[src/pslw_pkg.sv]
// types, codes and constants shared by the proximity speed limiter watchdog
package pslw_pkg;

  localparam int CMD_W      = 16;
  localparam int DIST_W     = 16;
  localparam int LIM_W      = 15;
  localparam int TICK_W     = 8;
  localparam int ZONE_W     = 2;
  localparam int CFG_IDX_W  = 3;
  localparam int CFG_DATA_W = 16;
  localparam int QUO_W      = 15;
  localparam int DVD_W      = DIST_W + QUO_W;

  localparam logic OP_COMMAND = 1'b0;
  localparam logic OP_TICK    = 1'b1;

  localparam logic [ZONE_W-1:0] ZONE_NORMAL   = 2'd0;
  localparam logic [ZONE_W-1:0] ZONE_SLOW     = 2'd1;
  localparam logic [ZONE_W-1:0] ZONE_STOP     = 2'd2;
  localparam logic [ZONE_W-1:0] ZONE_WATCHDOG = 2'd3;

  localparam logic [CFG_IDX_W-1:0] REG_STOP_DISTANCE = 3'd0;
  localparam logic [CFG_IDX_W-1:0] REG_SLOW_DISTANCE = 3'd1;
  localparam logic [CFG_IDX_W-1:0] REG_MAX_LINEAR    = 3'd2;
  localparam logic [CFG_IDX_W-1:0] REG_MAX_ANGULAR   = 3'd3;
  localparam logic [CFG_IDX_W-1:0] REG_TIMEOUT       = 3'd4;

  localparam logic [DIST_W-1:0] RST_STOP_DISTANCE = 16'd200;
  localparam logic [DIST_W-1:0] RST_SLOW_DISTANCE = 16'd500;
  localparam logic [LIM_W-1:0]  RST_MAX_LINEAR    = 15'd307;
  localparam logic [LIM_W-1:0]  RST_MAX_ANGULAR   = 15'd1024;
  localparam logic [TICK_W-1:0] RST_TIMEOUT       = 8'd5;

  localparam logic [DIST_W-1:0] INVALID_DISTANCE_MM = 16'd10000;
  localparam logic [TICK_W-1:0] TICK_MAX            = 8'd255;

  typedef struct packed {
    logic                    operation;
    logic signed [CMD_W-1:0] linear_cmd;
    logic signed [CMD_W-1:0] angular_cmd;
    logic [DIST_W-1:0]       distance_mm;
    logic                    distance_valid;
  } in_t;

  typedef struct packed {
    logic signed [CMD_W-1:0] linear_out;
    logic signed [CMD_W-1:0] angular_out;
    logic [ZONE_W-1:0]       zone;
  } out_t;

  typedef struct packed {
    logic [DIST_W-1:0] stop_distance_mm;
    logic [DIST_W-1:0] slow_distance_mm;
    logic [LIM_W-1:0]  max_linear_slow;
    logic [LIM_W-1:0]  max_angular_slow;
    logic [TICK_W-1:0] timeout_ticks;
  } cfg_t;

  typedef struct packed {
    logic              start;
    logic [DVD_W-1:0]  dividend;
    logic [DIST_W-1:0] divisor;
  } div_req_t;

  typedef struct packed {
    logic             busy;
    logic             done;
    logic [QUO_W-1:0] quotient;
  } div_rsp_t;

endpackage

[src/proximity_speed_limiter_watchdog.sv]
// proximity speed limiter with command watchdog, top level and sequencer
//
//   channel | signals                        | item
//   --------+--------------------------------+--------------------------------
//   in      | in_valid, in_ready, in_data    | velocity command or watchdog tick
//   out     | out_valid, out_ready, out_data | limited velocities and zone
//   cfg     | cfg_write, cfg_index, cfg_data | one register write, no wait
//
// one item at a time; in_ready is high only while the sequencer is idle.
// a tick that gives no result leaves the sequencer idle; a firing
// tick, stop zone and normal zone items go straight to the done state.
// slow zone items pass a multiply state and the single serial divider, which
// runs 15 steps for each velocity, linear first, angular second, then done.
// a finished result waits in the result registers; the sequencer holds it if the
// previous one has not been taken. synchronous reset clears control, presets config.
module proximity_speed_limiter_watchdog (
  input  logic                            clk,
  input  logic                            rst,
  input  logic                            in_valid,
  output logic                            in_ready,
  input  pslw_pkg::in_t                   in_data,
  output logic                            out_valid,
  input  logic                            out_ready,
  output pslw_pkg::out_t                  out_data,
  input  logic                            cfg_write,
  input  logic [pslw_pkg::CFG_IDX_W-1:0]  cfg_index,
  input  logic [pslw_pkg::CFG_DATA_W-1:0] cfg_data
);

  localparam logic [1:0] S_IDLE = 2'd0;
  localparam logic [1:0] S_MUL  = 2'd1;
  localparam logic [1:0] S_DIV  = 2'd2;
  localparam logic [1:0] S_DONE = 2'd3;

  localparam int CW = pslw_pkg::CMD_W;
  localparam int DW = pslw_pkg::DIST_W;
  localparam int LW = pslw_pkg::LIM_W;
  localparam int TW = pslw_pkg::TICK_W;

  pslw_pkg::cfg_t     cfg;
  pslw_pkg::div_req_t div_req;
  pslw_pkg::div_rsp_t div_rsp;

  logic [1:0]                  state;
  logic                        sel;
  logic signed [CW-1:0]        lin_cmd;
  logic signed [CW-1:0]        ang_cmd;
  logic [DW-1:0]               num;
  logic signed [CW-1:0]        lin_res;
  logic signed [CW-1:0]        ang_res;
  logic [pslw_pkg::ZONE_W-1:0] zone_res;
  logic [TW-1:0]               ticks;
  logic                        stopped;

  logic                        accept;
  logic [DW-1:0]               range_mm;
  logic [TW-1:0]               ticks_next;
  logic                        fire;
  logic signed [CW-1:0]        cur;
  logic                        neg;
  logic [CW-1:0]               mag;
  logic [2*CW-1:0]             prod;
  logic [LW-1:0]               lim;
  logic [LW-1:0]               qc;
  logic [CW-1:0]               res;
  logic                        load_out;

  pslw_regs u_regs (
    .clk       (clk),
    .rst       (rst),
    .cfg_write (cfg_write),
    .cfg_index (cfg_index),
    .cfg_data  (cfg_data),
    .cfg       (cfg)
  );

  pslw_div u_div (
    .clk (clk),
    .rst (rst),
    .req (div_req),
    .rsp (div_rsp)
  );

  always_comb begin
    in_ready   = (state == S_IDLE);
    accept     = in_valid && in_ready;
    range_mm   = in_data.distance_valid ? in_data.distance_mm
                                        : pslw_pkg::INVALID_DISTANCE_MM;
    ticks_next = (ticks == pslw_pkg::TICK_MAX) ? ticks : ticks + TW'(1);
    fire       = (ticks_next > cfg.timeout_ticks) && !stopped;

    cur  = sel ? ang_cmd : lin_cmd;
    neg  = cur[CW-1];
    mag  = neg ? (~cur + CW'(1)) : cur;
    prod = {{CW{1'b0}}, mag} * {{(2*CW-DW){1'b0}}, num};

    div_req.start    = (state == S_MUL);
    div_req.dividend = prod[pslw_pkg::DVD_W-1:0];
    div_req.divisor  = cfg.slow_distance_mm - cfg.stop_distance_mm;

    lim = sel ? cfg.max_angular_slow : cfg.max_linear_slow;
    qc  = (div_rsp.quotient > lim) ? lim : div_rsp.quotient;
    res = neg ? (~{1'b0, qc} + CW'(1)) : {1'b0, qc};

    load_out = (state == S_DONE) && (!out_valid || out_ready);
  end

  always_ff @(posedge clk) begin
    if (rst) begin
      state     <= S_IDLE;
      sel       <= 1'b0;
      ticks     <= '0;
      stopped   <= 1'b0;
      out_valid <= 1'b0;
    end else begin
      priority if (load_out) begin
        out_valid <= 1'b1;
      end else if (out_ready) begin
        out_valid <= 1'b0;
      end

      unique case (state)
        S_IDLE: begin
          if (accept) begin
            if (in_data.operation == pslw_pkg::OP_TICK) begin
              ticks <= ticks_next;
              if (fire) begin
                stopped <= 1'b1;
                state   <= S_DONE;
              end
            end else begin
              ticks   <= '0;
              stopped <= 1'b0;
              sel     <= 1'b0;
              if (range_mm < cfg.stop_distance_mm || range_mm >= cfg.slow_distance_mm) begin
                state <= S_DONE;
              end else begin
                state <= S_MUL;
              end
            end
          end
        end
        S_MUL: begin
          state <= S_DIV;
        end
        S_DIV: begin
          if (div_rsp.done) begin
            sel   <= 1'b1;
            state <= sel ? S_DONE : S_MUL;
          end
        end
        S_DONE: begin
          if (load_out) begin
            state <= S_IDLE;
          end
        end
        default: begin
          state <= S_IDLE;
        end
      endcase
    end
  end

  // item payload and result registers
  always_ff @(posedge clk) begin
    if (accept) begin
      lin_cmd <= in_data.linear_cmd;
      ang_cmd <= in_data.angular_cmd;
      num     <= range_mm - cfg.stop_distance_mm;
      if (in_data.operation == pslw_pkg::OP_TICK) begin
        lin_res  <= '0;
        ang_res  <= '0;
        zone_res <= pslw_pkg::ZONE_WATCHDOG;
      end else if (range_mm < cfg.stop_distance_mm) begin
        lin_res  <= '0;
        ang_res  <= '0;
        zone_res <= pslw_pkg::ZONE_STOP;
      end else if (range_mm < cfg.slow_distance_mm) begin
        zone_res <= pslw_pkg::ZONE_SLOW;
      end else begin
        lin_res  <= in_data.linear_cmd;
        ang_res  <= in_data.angular_cmd;
        zone_res <= pslw_pkg::ZONE_NORMAL;
      end
    end else if (state == S_DIV && div_rsp.done) begin
      if (sel) begin
        ang_res <= res;
      end else begin
        lin_res <= res;
      end
    end
    if (load_out) begin
      out_data.linear_out  <= lin_res;
      out_data.angular_out <= ang_res;
      out_data.zone        <= zone_res;
    end
  end

  // stop and watchdog results never carry motion
  a_stop_zero: assert property (@(posedge clk) disable iff (rst)
    out_valid && (out_data.zone == pslw_pkg::ZONE_STOP ||
                  out_data.zone == pslw_pkg::ZONE_WATCHDOG)
    |-> out_data.linear_out == '0 && out_data.angular_out == '0)
    else $error("stop result with nonzero velocity");

  // slow zone results respect the configured limits
  a_slow_limit: assert property (@(posedge clk) disable iff (rst)
    out_valid && out_data.zone == pslw_pkg::ZONE_SLOW
    |-> $signed(out_data.linear_out) <= $signed({1'b0, cfg.max_linear_slow}) &&
        $signed(out_data.linear_out) >= -$signed({1'b0, cfg.max_linear_slow}) &&
        $signed(out_data.angular_out) <= $signed({1'b0, cfg.max_angular_slow}) &&
        $signed(out_data.angular_out) >= -$signed({1'b0, cfg.max_angular_slow}))
    else $error("slow zone result exceeds limit");

  // the divider only finishes while the sequencer waits for it
  a_div_done: assert property (@(posedge clk) disable iff (rst)
    div_rsp.done |-> state == S_DIV)
    else $error("divider finished outside of divide state");

  // starting the divider makes it busy on the next cycle
  a_div_start: assert property (@(posedge clk) disable iff (rst)
    state == S_MUL |=> div_rsp.busy && state == S_DIV)
    else $error("divider did not start");

endmodule

[src/pslw_regs.sv]
// configuration register file of the speed limiter
module pslw_regs (
  input  logic                               clk,
  input  logic                               rst,
  input  logic                               cfg_write,
  input  logic [pslw_pkg::CFG_IDX_W-1:0]     cfg_index,
  input  logic [pslw_pkg::CFG_DATA_W-1:0]    cfg_data,
  output pslw_pkg::cfg_t                     cfg
);

  always_ff @(posedge clk) begin
    if (rst) begin
      cfg.stop_distance_mm <= pslw_pkg::RST_STOP_DISTANCE;
      cfg.slow_distance_mm <= pslw_pkg::RST_SLOW_DISTANCE;
      cfg.max_linear_slow  <= pslw_pkg::RST_MAX_LINEAR;
      cfg.max_angular_slow <= pslw_pkg::RST_MAX_ANGULAR;
      cfg.timeout_ticks    <= pslw_pkg::RST_TIMEOUT;
    end else if (cfg_write) begin
      unique case (cfg_index)
        pslw_pkg::REG_STOP_DISTANCE: begin
          cfg.stop_distance_mm <= cfg_data[pslw_pkg::DIST_W-1:0];
        end
        pslw_pkg::REG_SLOW_DISTANCE: begin
          cfg.slow_distance_mm <= cfg_data[pslw_pkg::DIST_W-1:0];
        end
        pslw_pkg::REG_MAX_LINEAR: begin
          cfg.max_linear_slow <= cfg_data[pslw_pkg::LIM_W-1:0];
        end
        pslw_pkg::REG_MAX_ANGULAR: begin
          cfg.max_angular_slow <= cfg_data[pslw_pkg::LIM_W-1:0];
        end
        pslw_pkg::REG_TIMEOUT: begin
          cfg.timeout_ticks <= cfg_data[pslw_pkg::TICK_W-1:0];
        end
        default: begin
        end
      endcase
    end
  end

endmodule

[src/pslw_div.sv]
// serial restoring divider, one quotient bit per cycle, quotient known to fit QUO_W bits
module pslw_div (
  input  logic               clk,
  input  logic               rst,
  input  pslw_pkg::div_req_t req,
  output pslw_pkg::div_rsp_t rsp
);

  localparam int CNT_W = $clog2(pslw_pkg::QUO_W);

  logic [pslw_pkg::DIST_W-1:0] rem;
  logic [pslw_pkg::DIST_W-1:0] rem_next;
  logic [pslw_pkg::DIST_W-1:0] den;
  logic [pslw_pkg::QUO_W-1:0]  low;
  logic [pslw_pkg::QUO_W-1:0]  quo;
  logic [CNT_W-1:0]            cnt;
  logic                        busy;
  logic                        done;
  logic [pslw_pkg::DIST_W:0]   trial;
  logic [pslw_pkg::DIST_W:0]   diff;
  logic                        ge;

  always_comb begin
    trial = {rem, low[pslw_pkg::QUO_W-1]};
    diff  = trial - {1'b0, den};
    ge    = trial >= {1'b0, den};
    // remainder stays below the divisor, so it fits back in DIST_W bits
    rem_next = ge ? diff[pslw_pkg::DIST_W-1:0] : trial[pslw_pkg::DIST_W-1:0];
  end

  always_ff @(posedge clk) begin
    if (rst) begin
      busy <= 1'b0;
      done <= 1'b0;
      cnt  <= '0;
    end else begin
      done <= !req.start && busy && (cnt == CNT_W'(pslw_pkg::QUO_W - 1));
      if (req.start) begin
        busy <= 1'b1;
        cnt  <= '0;
      end else if (busy) begin
        cnt <= cnt + CNT_W'(1);
        if (cnt == CNT_W'(pslw_pkg::QUO_W - 1)) begin
          busy <= 1'b0;
        end
      end
    end
  end

  always_ff @(posedge clk) begin
    if (req.start) begin
      // top part is below the divisor since the quotient fits QUO_W bits
      rem <= req.dividend[pslw_pkg::DVD_W-1:pslw_pkg::QUO_W];
      low <= req.dividend[pslw_pkg::QUO_W-1:0];
      den <= req.divisor;
      quo <= '0;
    end else if (busy) begin
      rem <= rem_next;
      low <= {low[pslw_pkg::QUO_W-2:0], 1'b0};
      quo <= {quo[pslw_pkg::QUO_W-2:0], ge};
    end
  end

  assign rsp.busy     = busy;
  assign rsp.done     = done;
  assign rsp.quotient = quo;

endmodule
[config.mk]
export PLATFORM = sky130hd
export DESIGN_NAME = proximity_speed_limiter_watchdog
export DESIGN_NICKNAME = d
export VERILOG_FILES = /design/src/pslw_pkg.sv /design/src/proximity_speed_limiter_watchdog.sv /design/src/pslw_regs.sv /design/src/pslw_div.sv
export SDC_FILE = /design/constraint.sdc
export NUM_CORES = 1
export LEC_CHECK = 0
export BUFFER_PORTS_ARGS = -buffer_cell sky130_fd_sc_hd__clkbuf_2
export CORE_ASPECT_RATIO = 2
export CORE_MARGIN = 4
export CORE_UTILIZATION = 53
export CTS_CLUSTER_DIAMETER = 60
export CTS_CLUSTER_SIZE = 40
export DETAILED_ROUTE_END_ITERATION = 8
export PLACE_DENSITY = 0.75
export SETUP_SLACK_MARGIN = 0.4
export SYNTH_ARGS = -nofsm -noshare
export SYNTH_HDL_FRONTEND = slang
export SYNTH_SLANG_ARGS = --single-unit
export TNS_END_PERCENT = 1
[constraint.sdc]
create_clock -name clk -period 8.85 [get_ports clk]
set_input_delay 1.77 -clock clk [delete_from_list [all_inputs] [get_ports clk]]
set_output_delay 1.77 -clock clk [all_outputs]
set_load 0.02 [all_outputs]
==> results of run 1 <==
## cell type report
| type | instances | area [um2] | area share |
|---|---|---|---|
| clock buffers | 16 | 400.4 | 0.01653 |
| clock inverters | 8 | 98.84 | 0.004081 |
| inverters | 307 | 1152 | 0.04758 |
| multi-input cells | 1737 | 14150 | 0.5842 |
| flip-flops and latches | 267 | 6980 | 0.2882 |
| well taps | 540 | 675.6 | 0.02790 |
| repair buffers | 138 | 763.2 | 0.03151 |
## repair_timing
action / CTS / global route
setup endpoints to repair: 1 / 9
pin swaps: 0 / 1
buffers inserted: 0 / 1
gates resized for setup: 1 / 5
endpoints found under the hold margin: 0 / 0
## critical path, delay by kind of cell, from the launching register on
family | cells | cell delay (ns)
adders and majority gates | 8 | 3.64
xor gates and xnor gates | 2 | 0.47
AOI/OAI and AO/OA | 5 | 1.18
and+or+nand+nor | 7 | 1.19
muxes | 2 | 0.50
DFF | 1 | 0.45
buffers and inverters | 4 | 0.28
## cells in the final DEF, fill, tap and decap left out, types with 6 or more instances in the layout
master / count
nand3b_1: 10
edfxtp_1: 163
inv_1: 303
nand2b_1: 20
a211o_1: 11
a211oi_1: 22
o21ai_1: 13
xnor2_1: 63
nor2_1: 142
xor2_1: 34
mux2i_1: 37
a21oi_1: 141
o21a_1: 13
nand2_1: 371
nor3_1: 42
a22oi_1: 9
and2_1: 128
buf_4: 29
ha_1: 191
nor2b_1: 14
mux2i_2: 7
clkbuf_2: 109
or3_1: 6
a21o_1: 25
nand3_1: 26
nand4_1: 15
o21ai_0: 65
fa_1: 196
clkbuf_16: 16
o21bai_1: 10
dfxtp_1: 103
mux2_2: 6
and3_1: 11
a22o_1: 12
o211ai_1: 9
## path summary, 6_finish.rpt
| kind | startpoint | end | slack (ns) | cells after the start |
|---|---|---|---|---|
| max | sel$_SDFFE_PP0P_ | u_div.rem[14]$_DFFE_PP_ | 0.85 | 28 |
| max reg2reg | sel$_SDFFE_PP0P_ | u_div.rem[14]$_DFFE_PP_ | 0.85 | 28 |
| min | lin_res[6]$_DFFE_PP_ | out_data[24]$_DFFE_PP_ | 0.43 | 0 |
| min reg2reg | lin_res[6]$_DFFE_PP_ | out_data[24]$_DFFE_PP_ | 0.43 | 0 |
## per-stage QoR
step,worst slack (ns),utilization,cells,hold slack [ns]
floorplan,1.159,-,2403,0.4003
global placement,0.7412,0.5632,2988,0.4011
detailed placement,0.4460,0.5632,2988,0.4054
CTS,0.5588,0.5752,3012,0.4335
global route,0.4725,0.5760,3013,0.4372
finish,0.8523,0.5760,3013,0.4313
## registers in the layout, summed over array words and instances, names as in the netlist, 2 cells and up
| signal | cells |
|---|---|
| ang_cmd | 16 |
| ang_res | 16 |
| lin_cmd | 16 |
| lin_res | 16 |
| num | 16 |
| out_data | 34 |
| state | 2 |
| ticks | 8 |
| u_div.cnt | 4 |
| u_div.den | 16 |
| u_div.low | 15 |
| u_div.quo | 15 |
| u_div.rem | 16 |
| u_regs.cfg | 70 |
| zone_res | 2 |
## kinds of logic after synthesis
kind of cell,count (synthesis),synth area share
multiplexers,55,0.02758
flip-flops,267,0.3082
adder cells (fa/ha/maj),387,0.2789
AND/OR/NAND/NOR,811,0.1675
AO/OA/AOI/OAI,385,0.1094
XOR/XNOR,99,0.03864
buffers and inverters,399,0.06970
## metal layers
| metal | track usage | wire (um) | vias to the layer above |
|---|---|---|---|
| met1 | 0.2549 | 19450 | 8507 |
| li1 | - | - | 8101 |
| met2 | 0.4925 | 33250 | 539 |
| met5 | 0 | 13 | - |
| met3 | 0.02492 | 2289 | 212 |
| met4 | 0.1808 | 5002 | 2 |
==> implementation parameters, run 1 <==
Parameter                              Value

Run
  Max-cap check violation count    0

Worst hold path
  Class of the tightest hold or removal check    reg2reg

Setup path
  Max stage delay cell, worst path    fa_1
  Crit path capture type    register
  Signal arrival time at the worst endpoint    ~8.3 ns
  WP data required    roughly 9.1 ns
  Worst Setup Path Type    reg2reg
  Delay contributed by the slowest stage of the critical path    approximately 0.60 ns
  Top cell by count, worst path    fa_1
  Startpoint type of the worst setup path    register
  Highest fanout seen on the critical path    17

Clock network
  Post-cts hold buffer count    0
  Clock-pin slew reported for the worst setup and hold paths after clock tree synthesis    0.12 ns
  Sinks on the clock net    267
  Clock insertion delay at the later pin of the skew report    about 0.54 ns
  Clk buf depth    3
  H-tree lvl count    1
  Clock tree from TritonCTS    yes
  Number of CTS-inserted buffers    14
  Root buf cell    clkbuf_16

Finish
  Fill cell total of the finished layout    ~3.6k
  Count of inserted antenna diode cells    0
  Nets    between 2k and 3k
  Share of final-layout standard cells stronger than drive strength 1    0.08775
  Synth-to-Final Area Change    6.992%
  Final cell area excluding filler cells    24220 um2

Timing
  Setup repair after global routing missed its margin    false
  Worst-case clock skew    about 0.047 ns
  Pin slew with the least headroom to its limit    about 1.1 ns
  Normalized max-slew margin    0.2743
  Setup-violating endpoint count in the final report    0
  Final slew viol count    0
  Fmax achieved    0.1250 GHz
  Hold Vio Cnt, Final    0
  Crit path time final    roughly 8.0 ns
  Final critical-path share of the clock period    0.9037
  Total negative slack for setup checks    0 ns

Logic synthesis
  Cell area after synthesis    between 20000 and 25000 um2
  Post-synthesis average cell area    approximately 9.4 um2
  Yosys warns    0
  Most area-consuming cells after synthesis    edfxtp_1, fa_1, ha_1, dfxtp_1, nand2_1
  Fraction of registers with async set/reset    0
  Number of enable-type register cells in the synthesized netlist    163
  Number of nets in the synthesized netlist    approximately 2.9k
  Top cell types by occurrence after synthesis    nand2_1, inv_1, fa_1, ha_1, edfxtp_1
  Cell taking the most area after synthesis    edfxtp_1
  Gate count after technology mapping    between 2k and 2.5k
  Area fraction of the dominant cell type after synthesis    0.2162
  Sequential cell area fraction in the yosys report    0.3082
  Most repeated cell in the gate-level netlist after synthesis    nand2_1
  Synth unique cells    ~80
  Top flip-flop cell by instance count after synthesis    edfxtp_1
  Number of synthesized register bits    approximately 270

Die
  Total Die Area    46280 um2
  Floorplan die height    roughly 300 um
  Starting utilization of the core area    0.5384
  Die X-Extent    around 150 um
  I/O pin count    110
  Standard-cell rows    106
  Core region area    around 42000 um2

Global route
  Remaining Overflow, GRT    0
  Number of global-route vias before repair    about 18k
  GRT Util Overall    0.2578
  First-pass GRT wire length    ~94000 um
  Largest net degree at the start of global routing    90
  Number of antenna violations at the first check in global routing    1

Placement
  Final RePlAce weighted congestion    ~0.94
  Hpwl dp    between 40000 and 50000 um
  Number of port buffers    about 110
  Area after detailed placement    about 24000 um2

Detailed routing
  Length of the first detailed-routing pass in iterations    5
  Post-detailed-route via-to-cell ratio    approximately 5.8
  Via count    between 15k and 20k
  WL/cell    19.92 um
  Total wire length    60010 um
  Detailed router's first-iteration violation count    1144
  Residual antenna-violating net count after detailed routing    0
  Remaining design rule violation count    0

Status
  Run status    finished, final reports clean
Power of run 1 is left out: the tool's default activity adds up to more than one toggle a clock period on the data nets, which glitch-free logic cannot reach.
==> run 2: changes to the inputs <==
CORE_ASPECT_RATIO = 0.75   (was 2)
==> implementation parameters, run 2 (same netlist as run 1, synthesis figures left out) <==
Parameter                              Value

Global route
  Remaining Overflow, GRT    0 (unchanged)
  First-pass GRT wire length    89900 um (was 94490 um)
  Number of global-route vias before repair    17.42k (was 18.31k)
  GRT Util Overall    0.2392 (was 0.2578)
  Largest net degree at the start of global routing    90 (unchanged)
  Number of antenna violations at the first check in global routing    0 (was 1)

Timing
  Pin slew with the least headroom to its limit    0.9492 ns (was 1.086 ns)
  Worst-case clock skew    0.04270 ns (was 0.04741 ns)
  Hold Vio Cnt, Final    0 (unchanged)
  Setup repair after global routing missed its margin    false (unchanged)
  Fmax achieved    0.1231 GHz (was 0.1250 GHz)
  Normalized max-slew margin    0.3657 (was 0.2743)
  Worst-case hold slack    0.3895 ns (was 0.4313 ns)
  Total negative slack for setup checks    0 ns (unchanged)
  Final slew viol count    0 (unchanged)
  Final critical-path share of the clock period    0.9177 (was 0.9037)
  Crit path time final    8.122 ns (was 7.998 ns)
  Setup-violating endpoint count in the final report    0 (unchanged)

Die
  Total Die Area    46110 um2 (was 46280 um2)
  Standard-cell rows    65 (was 106)
  Floorplan die height    187.0 um (was 300.3 um)
  Core region area    42130 um2 (was 42040 um2)
  Starting utilization of the core area    0.5373 (was 0.5384)
  Die X-Extent    246.6 um (was 154.1 um)
  I/O pin count    110 (unchanged)

Setup path
  Startpoint type of the worst setup path    register (unchanged)
  Crit path capture type    register (unchanged)
  Kind of cell adding the most delay to the critical path    adder cells (unchanged)
  Max stage delay cell, worst path    fa_1 (unchanged)
  WP data required    9.16 ns (was 9.10 ns)
  Highest fanout seen on the critical path    17 (unchanged)
  Top cell by count, worst path    fa_1 (unchanged)
  Delay contributed by the slowest stage of the critical path    0.56 ns (was 0.60 ns)
  Worst Setup Path Type    reg2reg (unchanged)
  Signal arrival time at the worst endpoint    8.43 ns (was 8.25 ns)
  Number of buffer and inverter instances along the worst setup path    5 (was 4)

Clock network
  Sinks on the clock net    267 (unchanged)
  Post-cts hold buffer count    0 (unchanged)
  Clock insertion delay at the later pin of the skew report    0.56 ns (was 0.54 ns)
  Clock tree from TritonCTS    yes (unchanged)
  Clock-pin slew reported for the worst setup and hold paths after clock tree synthesis    0.10 ns (was 0.12 ns)
  H-tree lvl count    1 (unchanged)
  Clk buf depth    3 (unchanged)
  Number of CTS-inserted buffers    19 (was 14)
  Root buf cell    clkbuf_16 (unchanged)

Finish
  Non-filler instance count after layout    3056 (was 3013)
  Register cell area after layout    6980 um2 (unchanged)
  Register bank with the most flops    u_regs.cfg (unchanged)
  Multi-input logic area    14160 um2 (was 14150 um2)
  Most frequent cells in the layout    nand2_1, inv_1, fa_1 (unchanged)
  Synth-to-Final Area Change    8.297% (was 6.992%)
  Nets    2935 (was 2926)
  Largest regs    u_regs.cfg x70, out_data x34 (unchanged)
  Max reg flops    70 (unchanged)
  Most common library cell in the layout ignoring fill and taps    nand2_1 (unchanged)
  Fill cell total of the finished layout    3668 (was 3629)
  Utilization after layout    0.5819 (was 0.5760)
  Count of inserted antenna diode cells    0 (unchanged)
  Share of final-layout standard cells stronger than drive strength 1    0.09369 (was 0.08775)

Status
  Run status    finished, final reports clean (unchanged)

Run
  Max-cap check violation count    0 (unchanged)

Detailed routing
  Met3 wirelength from detailed routing    3772 um (was 2289 um)
  Total wire length    54890 um (was 60010 um)
  Remaining design rule violation count    0 (unchanged)
  Post-detailed-route via-to-cell ratio    5.596 (was 5.762)
  Via count    17.10k (was 17.36k)
  Detailed route wirelength on metal2    25030 um (was 33250 um)
  Sum of routed wire segments on met1    24880 um (was 19450 um)
  WL/cell    17.96 um (was 19.92 um)
  Detailed router's first-iteration violation count    1502 (was 1144)
  Highest Signal Layer    met4 (was met5)
  Length of the first detailed-routing pass in iterations    5 (unchanged)
  Residual antenna-violating net count after detailed routing    0 (unchanged)

Placement
  Hpwl dp    43120 um (was 48460 um)
  Number of cells in the design after placement    3020 (was 2988)
  Number of port buffers    109 (unchanged)
  Final RePlAce weighted congestion    0.9430 (was 0.9429)

Worst hold path
  Class of the tightest hold or removal check    reg2reg (unchanged)
==> run 2: changes by cell type in the layout (fill, tap and decap cells not counted), moves of 2 or more <==
cell | previous run | this run
buf_4 | 29 | 32
clkbuf_16 | 16 | 19
clkinv_16 | 0 | 2
clkinv_8 | 2 | 4
inv_12 | 1 | 3
inv_8 | 4 | 2
mux2i_1 | 37 | 39
mux2i_2 | 7 | 5
xnor2_1 | 63 | 61
xnor2_2 | 0 | 2
==> run 2: path summary, 6_finish.rpt <==
check,start,to,slack [ns],depth (start not counted)
max,sel$_SDFFE_PP0P_,u_div.rem[15]$_DFFE_PP_,0.73,28
min,ang_res[0]$_DFFE_PP_,out_data[2]$_DFFE_PP_,0.39,0
max reg2reg,sel$_SDFFE_PP0P_,u_div.rem[15]$_DFFE_PP_,0.73,28
min reg2reg,ang_res[0]$_DFFE_PP_,out_data[2]$_DFFE_PP_,0.39,0
==> run 2: timing repair <==
| action | CTS | global route |
|---|---|---|
| pin swaps | 0 | 2 |
| setup buffers | 0 | 2 |
| gates resized for setup | 3 | 8 |
| setup endpoints to repair | 14 | 12 |
==> run 2: area by class of cell <==
cell class              count  share of cell area
clock inverters            15            0.009545
multi-input cells        1737              0.5777
clock buffers              19             0.01940
well taps                 569             0.02904
flip-flops and latches    267              0.2848
inverters                 307             0.04701
repair buffers            142             0.03251
==> run 2: metrics by stage <==
step | area (um2) | setup WS (ns)
after CTS | 24450 | 0.4197
final | 24510 | 0.7282
after global routing | 24510 | 0.4286
after detailed placement | 23720 | -0.05113
after global placement | 23720 | 0.1994
after floorplan | 22640 | 1.159
==> run 2: routing by layer <==
metal	vias to the layer above	GRT usage
met5	-	0
met4	0	0.05322
met3	73	0.03755
met2	564	0.3773
met1	8340	0.3506
li1	8124	-
Power of run 2 is left out for the same reason.
